[config.mk]
export PLATFORM = sky130hd
export DESIGN_NAME = adjacency_matrix_graph_traversal_core_flat
export DESIGN_NICKNAME = d
export VERILOG_FILES = /design/src/design/amgt_pkg.sv /design/src/design/amgt_ifs.sv /design/src/design/amgt_ctrl.sv /design/src/design/amgt_dp.sv /design/src/design/adjacency_matrix_graph_traversal_core.sv /design/src/flat_wrapper.sv
export SDC_FILE = /design/constraint.sdc
export NUM_CORES = 1
export LEC_CHECK = 0
export BUFFER_PORTS_ARGS = -buffer_cell sky130_fd_sc_hd__buf_2
export CORE_UTILIZATION = 54
export DETAILED_ROUTE_END_ITERATION = 7
export PLACE_DENSITY = 0.7
export SLEW_MARGIN = 20
export SYNTH_ARGS = -nofsm -noshare
export SYNTH_HDL_FRONTEND = slang
export SYNTH_SLANG_ARGS = --single-unit
[constraint.sdc]
create_clock -name clock -period 5.2 [get_ports clock]
set_input_delay 0.52 -clock clock [delete_from_list [all_inputs] [get_ports clock]]
set_output_delay 0.52 -clock clock [all_outputs]
set_load 0.02 [all_outputs]
[src/design/amgt_pkg.sv]
`timescale 1ns / 1ps

package amgt_pkg;

   // Field widths fixed by the item format
   localparam int FUNC_W   = 2;
   localparam int VERTEX_W = 4;
   localparam int CNT_W    = 5;

   localparam int MAX_VERTICES_DEFAULT = 16;
   localparam logic [CNT_W-1:0] VERTEX_COUNT_RESET = 5'd16;

   // APB register map
   localparam int CSR_ADDR_W = 2;
   localparam int CSR_DATA_W = 32;
   localparam logic [CSR_ADDR_W-1:0] CSR_VERTEX_COUNT_ADDR = 2'd0;

   typedef enum logic [FUNC_W-1:0] {
      FUNC_ADD_EDGE    = 2'd0,
      FUNC_REMOVE_EDGE = 2'd1,
      FUNC_BFS         = 2'd2,
      FUNC_DFS         = 2'd3
   } amgt_func_type;

   typedef enum logic [1:0] {
      EMIT_STATUS    = 2'd0,
      EMIT_PEND      = 2'd1,
      EMIT_PEND_LAST = 2'd2
   } amgt_emit_type;

   typedef struct packed {
      logic          idle;
      logic          edge_write;
      logic          trav_init;
      logic          bfs_pop;
      logic          bfs_scan;
      logic          dfs_load;
      logic          dfs_push;
      logic          dfs_pop;
      logic          scan_skip;
      logic          emit;
      amgt_emit_type emit_kind;
   } amgt_cmd_type;

   typedef struct packed {
      logic req_valid;
      logic is_edge;
      logic is_bfs;
      logic range_err;
      logic out_free;
      logic scan_done;
      logic hit;
      logic queue_empty;
      logic stack_empty;
      logic pend_valid;
   } amgt_sts_type;

endpackage

[src/design/amgt_ifs.sv]
`timescale 1ns / 1ps

interface amgt_req_if;
   logic                          valid;
   logic                          ready;
   logic [amgt_pkg::FUNC_W-1:0]   func;
   logic [amgt_pkg::VERTEX_W-1:0] from_vertex;
   logic [amgt_pkg::VERTEX_W-1:0] to_vertex;

   modport source (output valid, output func, output from_vertex, output to_vertex,
                   input ready);
   modport sink (input valid, input func, input from_vertex, input to_vertex,
                 output ready);
endinterface

interface amgt_rsp_if;
   logic                          valid;
   logic                          ready;
   logic [amgt_pkg::VERTEX_W-1:0] vertex;
   logic                          last;
   logic                          status;

   modport source (output valid, output vertex, output last, output status,
                   input ready);
   modport sink (input valid, input vertex, input last, input status,
                 output ready);
endinterface

[src/design/amgt_ctrl.sv]
`timescale 1ns / 1ps

module amgt_ctrl (
   input  logic                  clock,
   input  logic                  reset,
   input  amgt_pkg::amgt_sts_type sts,
   output amgt_pkg::amgt_cmd_type cmd
);

   typedef enum logic [2:0] {
      S_IDLE,
      S_DECODE,
      S_BFS_POP,
      S_BFS_SCAN,
      S_DFS_LOAD,
      S_DFS_SCAN,
      S_FINISH
   } state_type;

   state_type state_ff;
   state_type state_in;

   always_comb begin
      cmd           = '0;
      cmd.emit_kind = amgt_pkg::EMIT_STATUS;
      state_in      = state_ff;
      unique case (state_ff)
         S_IDLE: begin
            cmd.idle = 1'b1;
            if (sts.req_valid) begin
               state_in = S_DECODE;
            end
         end
         S_DECODE: begin
            if (sts.is_edge || sts.range_err) begin
               // single status result
               if (sts.out_free) begin
                  cmd.emit       = 1'b1;
                  cmd.edge_write = sts.is_edge;
                  cmd.trav_init  = !sts.is_edge;
                  state_in       = S_IDLE;
               end
            end else begin
               cmd.trav_init = 1'b1;
               state_in      = sts.is_bfs ? S_BFS_POP : S_DFS_LOAD;
            end
         end
         S_BFS_POP: begin
            if (sts.queue_empty) begin
               state_in = S_FINISH;
            end else if (!sts.pend_valid || sts.out_free) begin
               cmd.bfs_pop   = 1'b1;
               cmd.emit      = sts.pend_valid;
               cmd.emit_kind = amgt_pkg::EMIT_PEND;
               state_in      = S_BFS_SCAN;
            end
         end
         S_BFS_SCAN: begin
            if (sts.scan_done) begin
               state_in = S_BFS_POP;
            end else begin
               cmd.bfs_scan = 1'b1;
            end
         end
         S_DFS_LOAD: begin
            if (sts.stack_empty) begin
               state_in = S_FINISH;
            end else begin
               cmd.dfs_load = 1'b1;
               state_in     = S_DFS_SCAN;
            end
         end
         S_DFS_SCAN: begin
            if (sts.scan_done) begin
               cmd.dfs_pop = 1'b1;
               state_in    = S_DFS_LOAD;
            end else if (sts.hit) begin
               if (sts.out_free) begin
                  cmd.dfs_push  = 1'b1;
                  cmd.emit      = 1'b1;
                  cmd.emit_kind = amgt_pkg::EMIT_PEND;
               end
            end else begin
               cmd.scan_skip = 1'b1;
            end
         end
         S_FINISH: begin
            if (sts.out_free) begin
               cmd.emit      = 1'b1;
               cmd.emit_kind = amgt_pkg::EMIT_PEND_LAST;
               state_in      = S_IDLE;
            end
         end
         default: begin
            state_in = S_IDLE;
         end
      endcase
   end

   always_ff @(posedge clock) begin
      if (reset) begin
         state_ff <= S_IDLE;
      end else begin
         state_ff <= state_in;
      end
   end

endmodule

[src/design/amgt_dp.sv]
`timescale 1ns / 1ps

module amgt_dp #(
   parameter int MAX_VERTICES = amgt_pkg::MAX_VERTICES_DEFAULT
) (
   input  logic                            clock,
   input  logic                            reset,
   input  logic [amgt_pkg::CNT_W-1:0]      vertex_count,
   input  amgt_pkg::amgt_cmd_type          cmd,
   output amgt_pkg::amgt_sts_type          sts,
   amgt_req_if.sink                        req,
   amgt_rsp_if.source                      rsp
);

   localparam int VCAP  = (MAX_VERTICES < 16) ? MAX_VERTICES : 16;
   localparam int IDX_W = $clog2(VCAP);
   localparam int PTR_W = $clog2(VCAP + 1);
   localparam int VW    = amgt_pkg::VERTEX_W;
   localparam int CW    = amgt_pkg::CNT_W;

   // control state
   logic [VCAP-1:0]  adj_ff [VCAP];
   logic [VCAP-1:0]  adj_in [VCAP];
   logic [VCAP-1:0]  visited_ff, visited_in;
   logic [PTR_W-1:0] head_ff, head_in;
   logic [PTR_W-1:0] tail_ff, tail_in;
   logic             pend_valid_ff, pend_valid_in;
   logic             rsp_valid_ff, rsp_valid_in;

   // payload
   logic [amgt_pkg::FUNC_W-1:0] func_ff, func_in;
   logic [VW-1:0]    from_ff, from_in;
   logic [VW-1:0]    to_ff, to_in;
   logic [VW-1:0]    cur_v_ff, cur_v_in;
   logic [PTR_W-1:0] scan_ff, scan_in;
   logic [VW-1:0]    pend_ff, pend_in;
   logic [VW-1:0]    wl_ff [VCAP];
   logic [VW-1:0]    wl_in [VCAP];
   logic [PTR_W-1:0] sp_ff [VCAP];
   logic [PTR_W-1:0] sp_in [VCAP];
   logic [VW-1:0]    rsp_vertex_ff, rsp_vertex_in;
   logic             rsp_last_ff, rsp_last_in;
   logic             rsp_status_ff, rsp_status_in;

   logic [CW-1:0]    n_cmp;
   logic [IDX_W-1:0] from_idx, to_idx, cur_idx, scan_idx, head_idx, tail_idx, top_idx;
   logic             load_req, is_edge, is_bfs, range_err, out_free, hit;

   // effective vertex count: zero acts as one, clipped to the storage limit
   always_comb begin
      if (vertex_count == '0) begin
         n_cmp = CW'(1);
      end else if (vertex_count > CW'(VCAP)) begin
         n_cmp = CW'(VCAP);
      end else begin
         n_cmp = vertex_count;
      end
   end

   assign from_idx = from_ff[IDX_W-1:0];
   assign to_idx   = to_ff[IDX_W-1:0];
   assign cur_idx  = cur_v_ff[IDX_W-1:0];
   assign scan_idx = scan_ff[IDX_W-1:0];
   assign head_idx = head_ff[IDX_W-1:0];
   assign tail_idx = tail_ff[IDX_W-1:0];
   assign top_idx  = IDX_W'(tail_ff - 1'b1);

   assign is_edge   = (func_ff == amgt_pkg::FUNC_ADD_EDGE) ||
                      (func_ff == amgt_pkg::FUNC_REMOVE_EDGE);
   assign is_bfs    = (func_ff == amgt_pkg::FUNC_BFS);
   assign range_err = (CW'(from_ff) >= n_cmp) || (is_edge && (CW'(to_ff) >= n_cmp));
   assign out_free  = !rsp_valid_ff || rsp.ready;
   assign hit       = adj_ff[cur_idx][scan_idx] && !visited_ff[scan_idx];
   assign load_req  = cmd.idle && req.valid;

   assign req.ready = cmd.idle;

   always_comb begin
      sts.req_valid   = req.valid;
      sts.is_edge     = is_edge;
      sts.is_bfs      = is_bfs;
      sts.range_err   = range_err;
      sts.out_free    = out_free;
      sts.scan_done   = CW'(scan_ff) >= n_cmp;
      sts.hit         = hit;
      sts.queue_empty = head_ff == tail_ff;
      sts.stack_empty = tail_ff == '0;
      sts.pend_valid  = pend_valid_ff;
   end

   always_comb begin
      adj_in        = adj_ff;
      visited_in    = visited_ff;
      head_in       = head_ff;
      tail_in       = tail_ff;
      pend_valid_in = pend_valid_ff;
      func_in       = func_ff;
      from_in       = from_ff;
      to_in         = to_ff;
      cur_v_in      = cur_v_ff;
      scan_in       = scan_ff;
      pend_in       = pend_ff;
      wl_in         = wl_ff;
      sp_in         = sp_ff;

      if (load_req) begin
         func_in = req.func;
         from_in = req.from_vertex;
         to_in   = req.to_vertex;
      end
      if (cmd.edge_write && !range_err) begin
         adj_in[from_idx][to_idx] = (func_ff == amgt_pkg::FUNC_ADD_EDGE);
      end
      if (cmd.trav_init) begin
         visited_in = '0;
         if (!range_err) begin
            visited_in[from_idx] = 1'b1;
         end
         head_in       = '0;
         tail_in       = PTR_W'(1);
         wl_in[0]      = from_ff;
         sp_in[0]      = '0;
         pend_in       = from_ff;
         pend_valid_in = !is_bfs;
      end
      if (cmd.bfs_pop) begin
         cur_v_in      = wl_ff[head_idx];
         pend_in       = wl_ff[head_idx];
         pend_valid_in = 1'b1;
         head_in       = head_ff + 1'b1;
         scan_in       = '0;
      end
      if (cmd.bfs_scan) begin
         scan_in = scan_ff + 1'b1;
         if (hit) begin
            visited_in[scan_idx] = 1'b1;
            wl_in[tail_idx]      = VW'(scan_ff);
            tail_in              = tail_ff + 1'b1;
         end
      end
      if (cmd.dfs_load) begin
         cur_v_in = wl_ff[top_idx];
         scan_in  = sp_ff[top_idx];
      end
      if (cmd.scan_skip) begin
         scan_in = scan_ff + 1'b1;
      end
      if (cmd.dfs_push) begin
         // resume point for the current level, then descend
         sp_in[top_idx]       = scan_ff + 1'b1;
         wl_in[tail_idx]      = VW'(scan_ff);
         sp_in[tail_idx]      = '0;
         tail_in              = tail_ff + 1'b1;
         visited_in[scan_idx] = 1'b1;
         pend_in              = VW'(scan_ff);
         cur_v_in             = VW'(scan_ff);
         scan_in              = '0;
      end
      if (cmd.dfs_pop) begin
         tail_in = tail_ff - 1'b1;
      end
   end

   // output register
   always_comb begin
      rsp_valid_in  = rsp_valid_ff && !rsp.ready;
      rsp_vertex_in = rsp_vertex_ff;
      rsp_last_in   = rsp_last_ff;
      rsp_status_in = rsp_status_ff;
      if (cmd.emit) begin
         rsp_valid_in = 1'b1;
         unique case (cmd.emit_kind)
            amgt_pkg::EMIT_STATUS: begin
               rsp_vertex_in = '0;
               rsp_last_in   = 1'b1;
               rsp_status_in = range_err;
            end
            amgt_pkg::EMIT_PEND: begin
               rsp_vertex_in = pend_ff;
               rsp_last_in   = 1'b0;
               rsp_status_in = 1'b0;
            end
            amgt_pkg::EMIT_PEND_LAST: begin
               rsp_vertex_in = pend_ff;
               rsp_last_in   = 1'b1;
               rsp_status_in = 1'b0;
            end
            default: begin
               rsp_vertex_in = '0;
               rsp_last_in   = 1'b1;
               rsp_status_in = 1'b1;
            end
         endcase
      end
   end

   assign rsp.valid  = rsp_valid_ff;
   assign rsp.vertex = rsp_vertex_ff;
   assign rsp.last   = rsp_last_ff;
   assign rsp.status = rsp_status_ff;

   always_ff @(posedge clock) begin
      if (reset) begin
         for (int r = 0; r < VCAP; r++) begin
            adj_ff[r] <= '0;
         end
         visited_ff    <= '0;
         head_ff       <= '0;
         tail_ff       <= '0;
         pend_valid_ff <= 1'b0;
         rsp_valid_ff  <= 1'b0;
      end else begin
         adj_ff        <= adj_in;
         visited_ff    <= visited_in;
         head_ff       <= head_in;
         tail_ff       <= tail_in;
         pend_valid_ff <= pend_valid_in;
         rsp_valid_ff  <= rsp_valid_in;
      end
   end

   always_ff @(posedge clock) begin
      func_ff       <= func_in;
      from_ff       <= from_in;
      to_ff         <= to_in;
      cur_v_ff      <= cur_v_in;
      scan_ff       <= scan_in;
      pend_ff       <= pend_in;
      wl_ff         <= wl_in;
      sp_ff         <= sp_in;
      rsp_vertex_ff <= rsp_vertex_in;
      rsp_last_ff   <= rsp_last_in;
      rsp_status_ff <= rsp_status_in;
   end

`ifndef SYNTHESIS
   a_tail_bound: assert property (@(posedge clock) disable iff (reset)
      tail_ff <= PTR_W'(VCAP))
      else $error("work list overflow");

   a_head_le_tail: assert property (@(posedge clock) disable iff (reset)
      head_ff <= tail_ff)
      else $error("queue head passed tail");

   a_emit_free: assert property (@(posedge clock) disable iff (reset)
      cmd.emit |-> out_free)
      else $error("result emitted into a full output register");

   a_push_unvisited: assert property (@(posedge clock) disable iff (reset)
      cmd.dfs_push |-> !visited_ff[scan_idx])
      else $error("depth-first push of a visited vertex");
`endif

endmodule

[src/design/adjacency_matrix_graph_traversal_core.sv]
`timescale 1ns / 1ps

// Directed graph engine on an adjacency bit matrix with BFS / DFS walks.
// req: one transfer per operation (func, from_vertex, to_vertex); taken only
//   while the core is idle, one operation at a time.
// rsp: add/remove edge gives one transfer (vertex 0, last 1, status 1 when a
//   vertex is not below the vertex count). A traversal gives every reachable
//   vertex in visiting order, last set on the final one; a bad start vertex
//   gives a single status-1 transfer instead.
// APB register 0 (byte 0): vertex_count, 5 bits, reset 16; 0 acts as 1 and
//   values above the vertex limit act as the limit. Write only while idle.
// Timing: an edge operation's request is registered and decoded, and its
//   result enters the output register once that register is free.
//   A traversal scans one matrix bit per cycle, but a depth-first scan holds
//   at a found vertex while the output register is full; each visited vertex
//   is taken from the BFS queue or DFS stack, then its row is scanned.
// Stalls: results sit in one output register; while rsp is stalled the walk
//   holds at its next result (BFS pop, DFS hit, final one) until it drains.
// Reset (synchronous): clears all edges, visited map, list pointers and the
//   output valid flag; vertex_count returns to 16.
module adjacency_matrix_graph_traversal_core #(
   parameter int MAX_VERTICES = amgt_pkg::MAX_VERTICES_DEFAULT
) (
   input  logic                              clock,
   input  logic                              reset,
   amgt_req_if.sink                          req,
   amgt_rsp_if.source                        rsp,
   input  logic                              psel,
   input  logic                              penable,
   input  logic                              pwrite,
   input  logic [amgt_pkg::CSR_ADDR_W-1:0]   paddr,
   input  logic [amgt_pkg::CSR_DATA_W-1:0]   pwdata,
   output logic [amgt_pkg::CSR_DATA_W-1:0]   prdata,
   output logic                              pready
);

   logic [amgt_pkg::CNT_W-1:0] vertex_count_ff, vertex_count_in;
   logic                       csr_hit;
   amgt_pkg::amgt_cmd_type     cmd;
   amgt_pkg::amgt_sts_type     sts;

   // APB: zero wait states, write lands in the access phase
   assign pready  = 1'b1;
   assign csr_hit = (paddr == amgt_pkg::CSR_VERTEX_COUNT_ADDR);

   always_comb begin
      vertex_count_in = vertex_count_ff;
      if (psel && penable && pwrite && csr_hit) begin
         vertex_count_in = pwdata[amgt_pkg::CNT_W-1:0];
      end
   end

   // unmapped addresses read as zero
   assign prdata = csr_hit ? amgt_pkg::CSR_DATA_W'(vertex_count_ff) : '0;

   always_ff @(posedge clock) begin
      if (reset) begin
         vertex_count_ff <= amgt_pkg::VERTEX_COUNT_RESET;
      end else begin
         vertex_count_ff <= vertex_count_in;
      end
   end

   // sequencer: walks BFS queue / DFS stack, paces the output register
   amgt_ctrl u_ctrl (
      .clock (clock),
      .reset (reset),
      .sts   (sts),
      .cmd   (cmd)
   );

   // matrix, visited map, work list, scan pointers and result register
   amgt_dp #(
      .MAX_VERTICES (MAX_VERTICES)
   ) u_dp (
      .clock        (clock),
      .reset        (reset),
      .vertex_count (vertex_count_ff),
      .cmd          (cmd),
      .sts          (sts),
      .req          (req),
      .rsp          (rsp)
   );

endmodule
[src/flat_wrapper.sv]
// flat-port wrapper written by rule: the top's interface ports become plain ports
module adjacency_matrix_graph_traversal_core_flat 
#(
   parameter int MAX_VERTICES = amgt_pkg::MAX_VERTICES_DEFAULT
)
  (clock, reset, psel, penable, pwrite, paddr, pwdata, prdata, pready, req_valid, req_func, req_from_vertex, req_to_vertex, req_ready, rsp_valid, rsp_vertex, rsp_last, rsp_status, rsp_ready);
  amgt_req_if req_i ();
  amgt_rsp_if rsp_i ();
  input  logic clock;
  input  logic reset;
  input  logic psel;
  input  logic penable;
  input  logic pwrite;
  input  logic [amgt_pkg::CSR_ADDR_W-1:0] paddr;
  input  logic [amgt_pkg::CSR_DATA_W-1:0] pwdata;
  output logic [amgt_pkg::CSR_DATA_W-1:0] prdata;
  output logic pready;
  input wire logic [$bits(req_i.valid)-1:0] req_valid;
  input wire logic [$bits(req_i.func)-1:0] req_func;
  input wire logic [$bits(req_i.from_vertex)-1:0] req_from_vertex;
  input wire logic [$bits(req_i.to_vertex)-1:0] req_to_vertex;
  output wire logic [$bits(req_i.ready)-1:0] req_ready;
  output wire logic [$bits(rsp_i.valid)-1:0] rsp_valid;
  output wire logic [$bits(rsp_i.vertex)-1:0] rsp_vertex;
  output wire logic [$bits(rsp_i.last)-1:0] rsp_last;
  output wire logic [$bits(rsp_i.status)-1:0] rsp_status;
  input wire logic [$bits(rsp_i.ready)-1:0] rsp_ready;
  assign req_i.valid = req_valid;
  assign req_i.func = req_func;
  assign req_i.from_vertex = req_from_vertex;
  assign req_i.to_vertex = req_to_vertex;
  assign req_ready = req_i.ready;
  assign rsp_valid = rsp_i.valid;
  assign rsp_vertex = rsp_i.vertex;
  assign rsp_last = rsp_i.last;
  assign rsp_status = rsp_i.status;
  assign rsp_i.ready = rsp_ready;
  adjacency_matrix_graph_traversal_core #(.MAX_VERTICES(MAX_VERTICES)) u_core (.clock(clock), .reset(reset), .req(req_i), .rsp(rsp_i), .psel(psel), .penable(penable), .pwrite(pwrite), .paddr(paddr), .pwdata(pwdata), .prdata(prdata), .pready(pready));
endmodule
==> impl_metrics.toml, run 1 <==
[grt]
antenna_violations_before_repair = 0
largest_net_degree_at_the_start_of_global_routing = 233
remaining_global_route_overflow = 0
grt_pass1_wl_um = 105000
vias_in_the_first_global_route = 18500
global_route.usage.total = 0.281

[clocking]
cts.repair_timing.setup_buffer_count = 0
clock_tree_from_tritoncts = "built"
clock_insertion_delay_worst_skew_ps = 610
sink_count = 465
cts_buffer_count = 48
path_clk_slew_ps = 60
cts.hold.buffers_added = 0
maximum_root_to_sink_buffer_count = 3
ctsHtreeMaxLevel = 2
postCtsResizedCells = 0
cts.root.buffer_cell = "clkbuf_16"

[floorplanning]
core_region_area_um2 = 45400
die_w_um = 217
rows = 78
die_h_um = 217
die_area_um2 = 46900
number_of_top_level_design_ports = 92
initial_core_util = 0.548

[final_layout]
area_growth_syn_to_layout_pct = 7.37
layout_commonest_cell = "nor2_1"
layout.cells.most_common_list = "nor2_1 (424), dfxtp_1 (364), mux2i_1 (299)"
nets = 2452
filler_cell_count = 3705
layout-drive-gt1-share = 0.151

[run]
drv.max_cap_violation_count = 0

[worst_hold_path]
hold_path_class = "in -> reg"
holdPathStages = 1

[timing]
clock.fmax_ghz = 0.230
slew_headroom = 0.156
period_share = 0.837
tightest_slew_ps = 1270
setup_violations = 0
final_period_demand_of_the_worst_path_ps = 4350
setup_tns_ps = 0
hold_viol_final = 0
fin_worst_skew_ps = 32.8
rsz_0062_raised_after_global_routing = "false"
timing_max_transition_violations_final = 0

[critical_path]
critPathLaunchType = "register"
critical_path.endpoint_type = "register"
critical_path_arrival_ps = 4660
timing.critical_path.required_ps = 5500
reg2reg_setup_slack_ps = 850
worst-setup-path-type = "reg -> reg"
timing.reg2reg.worst_path_depth = 11
path_max_fanout = 80

[route]
detail_route.vias_per_cell = 6.39
routedWlPerCell_um = 22.3
dr.pass1.iters = 6
starting_drt_drc_count = 2077
antenna_left = 0
drt_wirelength_um = 67200
dr_total_vias = 19200
post-route-drc-count = 0

[pwr]
power.total_mw = 10.4
worst_ir_drop_vdd_mv = 0.291
total_leakage_power_nw = 8.93
power.density_nw_per_um2 = 391

[logic_synthesis]
synth_flop_cell = "dfxtp_1"
postSynth.asyncResetShare = 0
avgSynthCellArea_um2 = 9.93
synthesis.area_um2 = 24900
synth_seq_cells = 465
syn_inst = 2504
synth-seq-area-share = 0.414
yosysUniqueCellTypes = 71
synth_enable_flop_cells = 99
synth_warnings = 0

[placement]
port_buffers = 36
gp_congestion = 0.859
detailed_place_hpwl_um = 39000

[run_status]
run_status = "complete, no violations"
## cell families after synthesis
| logic type | count (synthesis) | share of synthesized area |
|---|---|---|
| xor gates and xnor gates | 11 | 0.00388 |
| and+or+nand+nor | 966 | 0.183 |
| buffers and inverters | 300 | 0.0545 |
| AOI/OAI and AO/OA | 250 | 0.0625 |
| muxes | 482 | 0.267 |
| DFF | 465 | 0.414 |
| other | 2 | 0.000302 |
| adders and majority gates | 28 | 0.0141 |
## cells in the mapped netlist (21+ instances only)
library cell,count,area (um2)
nor2_1,425,1600
dfxtp_1,366,7330
mux2i_1,299,2990
clkbuf_1,203,762
nor3_1,167,836
a21oi_1,130,651
nor4_1,130,813
mux4_2,119,2680
edfxtp_1,99,2970
nand2_1,86,323
nand3_1,49,245
mux2_4,48,721
buf_4,34,255
ha_1,28,350
o21ai_0,23,115
and3_1,21,131
## stage by stage
| step | std cells | worst slack (ps) | hold slack (ps) | area (um2) | utilization |
|---|---|---|---|---|---|
| floorplan | 2530 | 658 | 433 | 25000 | - |
| global placement | 2923 | 880 | 456 | 25000 | 0.552 |
| detailed placement | 2923 | 822 | 470 | 25100 | 0.552 |
| CTS | 3013 | 821 | 85.3 | 26700 | 0.588 |
| global route | 3013 | 500 | 102 | 26700 | 0.588 |
| finish | 3014 | 848 | 104 | 26700 | 0.588 |
## worst max-delay path, stage by stage, from the launching register on
cell and delay, ps:
edfxtp_1 380, buf_12 370, mux4_2 320, mux2i_1 100
a2111oi_0 400, o21ai_0 240, and3_1 350, o21ai_2 690
nand3_4 360, inv_2 180, buf_12 330, o21ai_0 220
## metal layers
| metal | GRT usage | wire length, um |
|---|---|---|
| met4 | 0.116 | 2380 |
| met1 | 0.373 | 28100 |
| met3 | 0.0354 | 4280 |
| met2 | 0.463 | 32400 |
| met5 | 0 | 0 |
## flip-flops by register name (all words and copies together), names as in the netlist
name,cells
u_core.u_dp.rsp.status,1
u_core.u_ctrl.state_ff,3
u_core.u_dp.visited_ff,16
u_core.u_dp.rsp.valid,1
u_core.u_dp.rsp.vertex,4
u_core.u_dp.sp_ff,80
u_core.u_dp.pend_ff,4
u_core.vertex_count_ff,5
u_core.u_dp.head_ff,5
u_core.u_dp.to_ff,4
u_core.u_dp.pend_valid_ff,1
u_core.u_dp.scan_ff,5
u_core.u_dp.func_ff,2
u_core.u_dp.tail_ff,5
u_core.u_dp.wl_ff,64
u_core.u_dp.rsp.last,1
u_core.u_dp.cur_idx,4
u_core.u_dp.adj_ff,256
u_core.u_dp.from_ff,4
## final timing paths
path,endpoint,from
worst max register to register,u_core.u_dp.pend_ff[3],u_core.u_dp.cur_idx[0]
worst max-delay path,u_core.u_dp.pend_ff[3],u_core.u_dp.cur_idx[0]
worst min-delay path,u_core.u_dp.func_ff[1],req_func[1]
worst min register to register,u_core.u_dp.adj_ff[10],u_core.u_dp.adj_ff[10]
## power breakdown
part	total [mW]	internal [mW]	switching (mW)
Sequential	4.06	3.84	0.221
Combinational	2.81	0.777	2.03
Clock	3.57	2.09	1.48
## final cells by class
| cell class | instances | area [um2] | share of cell area |
|---|---|---|---|
| Multi-Input combinational cell | 1765 | 13400 | 0.501 |
| Sequential cell | 465 | 10300 | 0.386 |
| Clock buffer | 71 | 1420 | 0.0532 |
| Tap cell | 600 | 751 | 0.0281 |
| Timing Repair Buffer | 74 | 563 | 0.0211 |
| Clock inverter | 19 | 203 | 0.00759 |
| Inverter | 19 | 71.3 | 0.00267 |
| Antenna cell | 1 | 2.50 | 0.0000938 |
Note: power is estimated with default switching activity, not from simulation.
==> inputs of run 2 (changes only) <==
- PLACE_DENSITY: 0.7 -> 0.73
- clock period: 5.2 -> 3.9 ns (I/O delays scaled with it)
==> run 2 against run 1 <==
Flip-flop and latch count unchanged; register-to-register slack worse by 740 ps; final area up 1.6%; sequential power up 32%; die area unchanged; via count up 1.6%; hold slack worse by 71 ps.
==> impl_metrics.toml, run 2 (synthesis results as in run 1) <==
[placement]
pre_cts_ws_ps = 187
placedCellCount = 2958
gp_congestion = 0.901
detailed_place_hpwl_um = 41800
port_buffers = 36

[timing]
slew_headroom = 0.129
setup_tns_ps = 0
final_period_demand_of_the_worst_path_ps = 3790
clock.fmax_ghz = 0.264
period_share = 0.972
setup_violations = 0
timing_max_transition_violations_final = 0
setup_slack_ps = 107
hold_viol_final = 0
fin_worst_skew_ps = 24.5
final.hold.worst_slack_ps = 33.0
tightest_slew_ps = 1310

[grt]
largest_net_degree_at_the_start_of_global_routing = 257
antenna_violations_before_repair = 0
vias_in_the_first_global_route = 18700
remaining_global_route_overflow = 0
grt_pass1_wl_um = 107000
global_route.usage.total = 0.289

[critical_path]
reg2reg_setup_slack_ps = 110
critical_path.endpoint_type = "register"
critical_path.endpoint = "u_core.u_dp.rsp.vertex[2]"
path_max_fanout = 31
cpMostUsedCell = "buf_12"
cpPeakStageDelay_ps = 500
timing.critical_path.required_ps = 4250
worst-setup-path-type = "reg -> reg"
crit_chain = "buf_12 > buf_12 > mux4_2 > mux2i_1 > a22oi_1 > a31oi_1 > a221o_2 > o21ai_2 > nand3_4 > inv_8 > nor2_1 > ha_1 > and2_1"
critical_path.reg2reg.startpoint = "u_core.u_dp.cur_idx[0]"
crit_path_start = "u_core.u_dp.cur_idx[0]"
timing.reg2reg.worst_path_depth = 13
r2r-end = "u_core.u_dp.rsp.vertex[2]"
worst_path_max_delay_cell = "mux4_2"
critPathLaunchType = "register"
critical_path_arrival_ps = 4140

[floorplanning]
number_of_top_level_design_ports = 92
die_area_um2 = 46900
initial_core_util = 0.548
die_h_um = 217
die_w_um = 217
rows = 78
core_region_area_um2 = 45400

[clocking]
sink_count = 465
cts_buffer_count = 47
clock_insertion_delay_worst_skew_ps = 610
cts.repair_timing.setup_buffer_count = 0
maximum_root_to_sink_buffer_count = 3
clock_tree_from_tritoncts = "built"
path_clk_slew_ps = 60
cts.root.buffer_cell = "clkbuf_16"
ctsHtreeMaxLevel = 2

[final_layout]
largestRegisters = "u_core.u_dp.adj_ff (256), u_core.u_dp.sp_ff (80), u_core.u_dp.wl_ff (64)"
area_growth_syn_to_layout_pct = 9.14
diodes = 0
nets = 2493
layout_commonest_cell = "nor2_1"
largest_register_ffs = 256
post_layout_nonfiller_instances = 3053
layout.cells.most_common_list = "nor2_1 (424), dfxtp_1 (364), mux2i_1 (299)"
layout-drive-gt1-share = 0.161
filler_cell_count = 3652
largest-register = "u_core.u_dp.adj_ff"

[run_status]
run_status = "complete, no violations"

[route]
wl_met2_um = 32700
met1_length_um = 28000
dr.pass1.iters = 5
met3RoutedLength_um = 5060
highest_layer = "met4"
detail_route.vias_per_cell = 6.40
drt_wirelength_um = 68700
routedWlPerCell_um = 22.5
post-route-drc-count = 0
dr_total_vias = 19600
starting_drt_drc_count = 2181
antenna_left = 0

[run]
drv.max_cap_violation_count = 0

[pwr]
power.total_mw = 14.2
power.density_nw_per_um2 = 524
worst_ir_drop_vdd_mv = 0.442
total_leakage_power_nw = 9.15

[worst_hold_path]
hold_path_class = "in -> reg"
hold_start = "pwdata[1]"
-- run 2: cell count changes in the layout (fill, tap and decap cells not counted), moves of 2 or more --
cell	change
dlygate4sd3_1	+6
buf_12	+6
nand2_2	-5
buf_4	+29
bufinv_16	+2
nand2_1	+4
clkinv_1	+5
clkbuf_1	-4
clkinv_2	-4
-- run 2: timing repair --
item,CTS,global route
gates resized for setup,0,1
hold endpoints to repair,6,0
hold buffers,6,0
endpoints found under the setup margin,0,1
-- run 2: routing by layer --
layer / vias to the layer above / track usage
met5: - / 0
met4: 0 / 0.132
met3: 201 / 0.0462
met2: 895 / 0.465
met1: 9571 / 0.382
li1: 8885 / -
-- run 2: metrics by stage --
step                      cell area (um2)  utilization
after global placement              25400        0.559
after detailed placement            25400        0.560
after floorplan                     25000            -
final                               27100        0.598
after global routing                27100        0.598
after CTS                           27100        0.597
-- run 2: worst max-delay path: cells and delay by family, from the launching register on --
| family | cells | cell delay (ps) |
|---|---|---|
| buffers and inverters | 3 | 560 |
| AOI/OAI and AO/OA | 4 | 910 |
| adders and majority gates | 1 | 310 |
| DFF | 1 | 380 |
| muxes | 2 | 770 |
| and+or+nand+nor | 3 | 590 |
-- run 2: cell type report --
class                           count  area [um2]  share of cell area
Sequential cell                   465       10300               0.380
Timing Repair Buffer              116         971              0.0358
Inverter                           19        78.8             0.00291
Clock buffer                       65        1370              0.0503
Multi-Input combinational cell   1765       13400               0.493
Clock inverter                     23         277              0.0102
Tap cell                          600         751              0.0277
-- run 2: how the worst min path moves through the flow --
stage / cells past startpoint / end / slack, ps
finish: 3 / u_core.vertex_count_ff[1] / 30
global route: 1 / u_core.u_dp.to_ff[1] / 30
CTS: 3 / u_core.vertex_count_ff[1] / 20
detailed placement: 2 / u_core.u_dp.sp_ff[75] / 470
global placement: 2 / u_core.u_dp.sp_ff[75] / 460
floorplan: 2 / u_core.u_dp.sp_ff[76] / 430
-- run 2: where the power goes --
group	total (mW)	internal, mW	switching, mW
Combinational	3.99	1.17	2.82
Clock	4.84	2.85	2.00
Sequential	5.37	5.12	0.256
Total	14.2	9.13	5.07
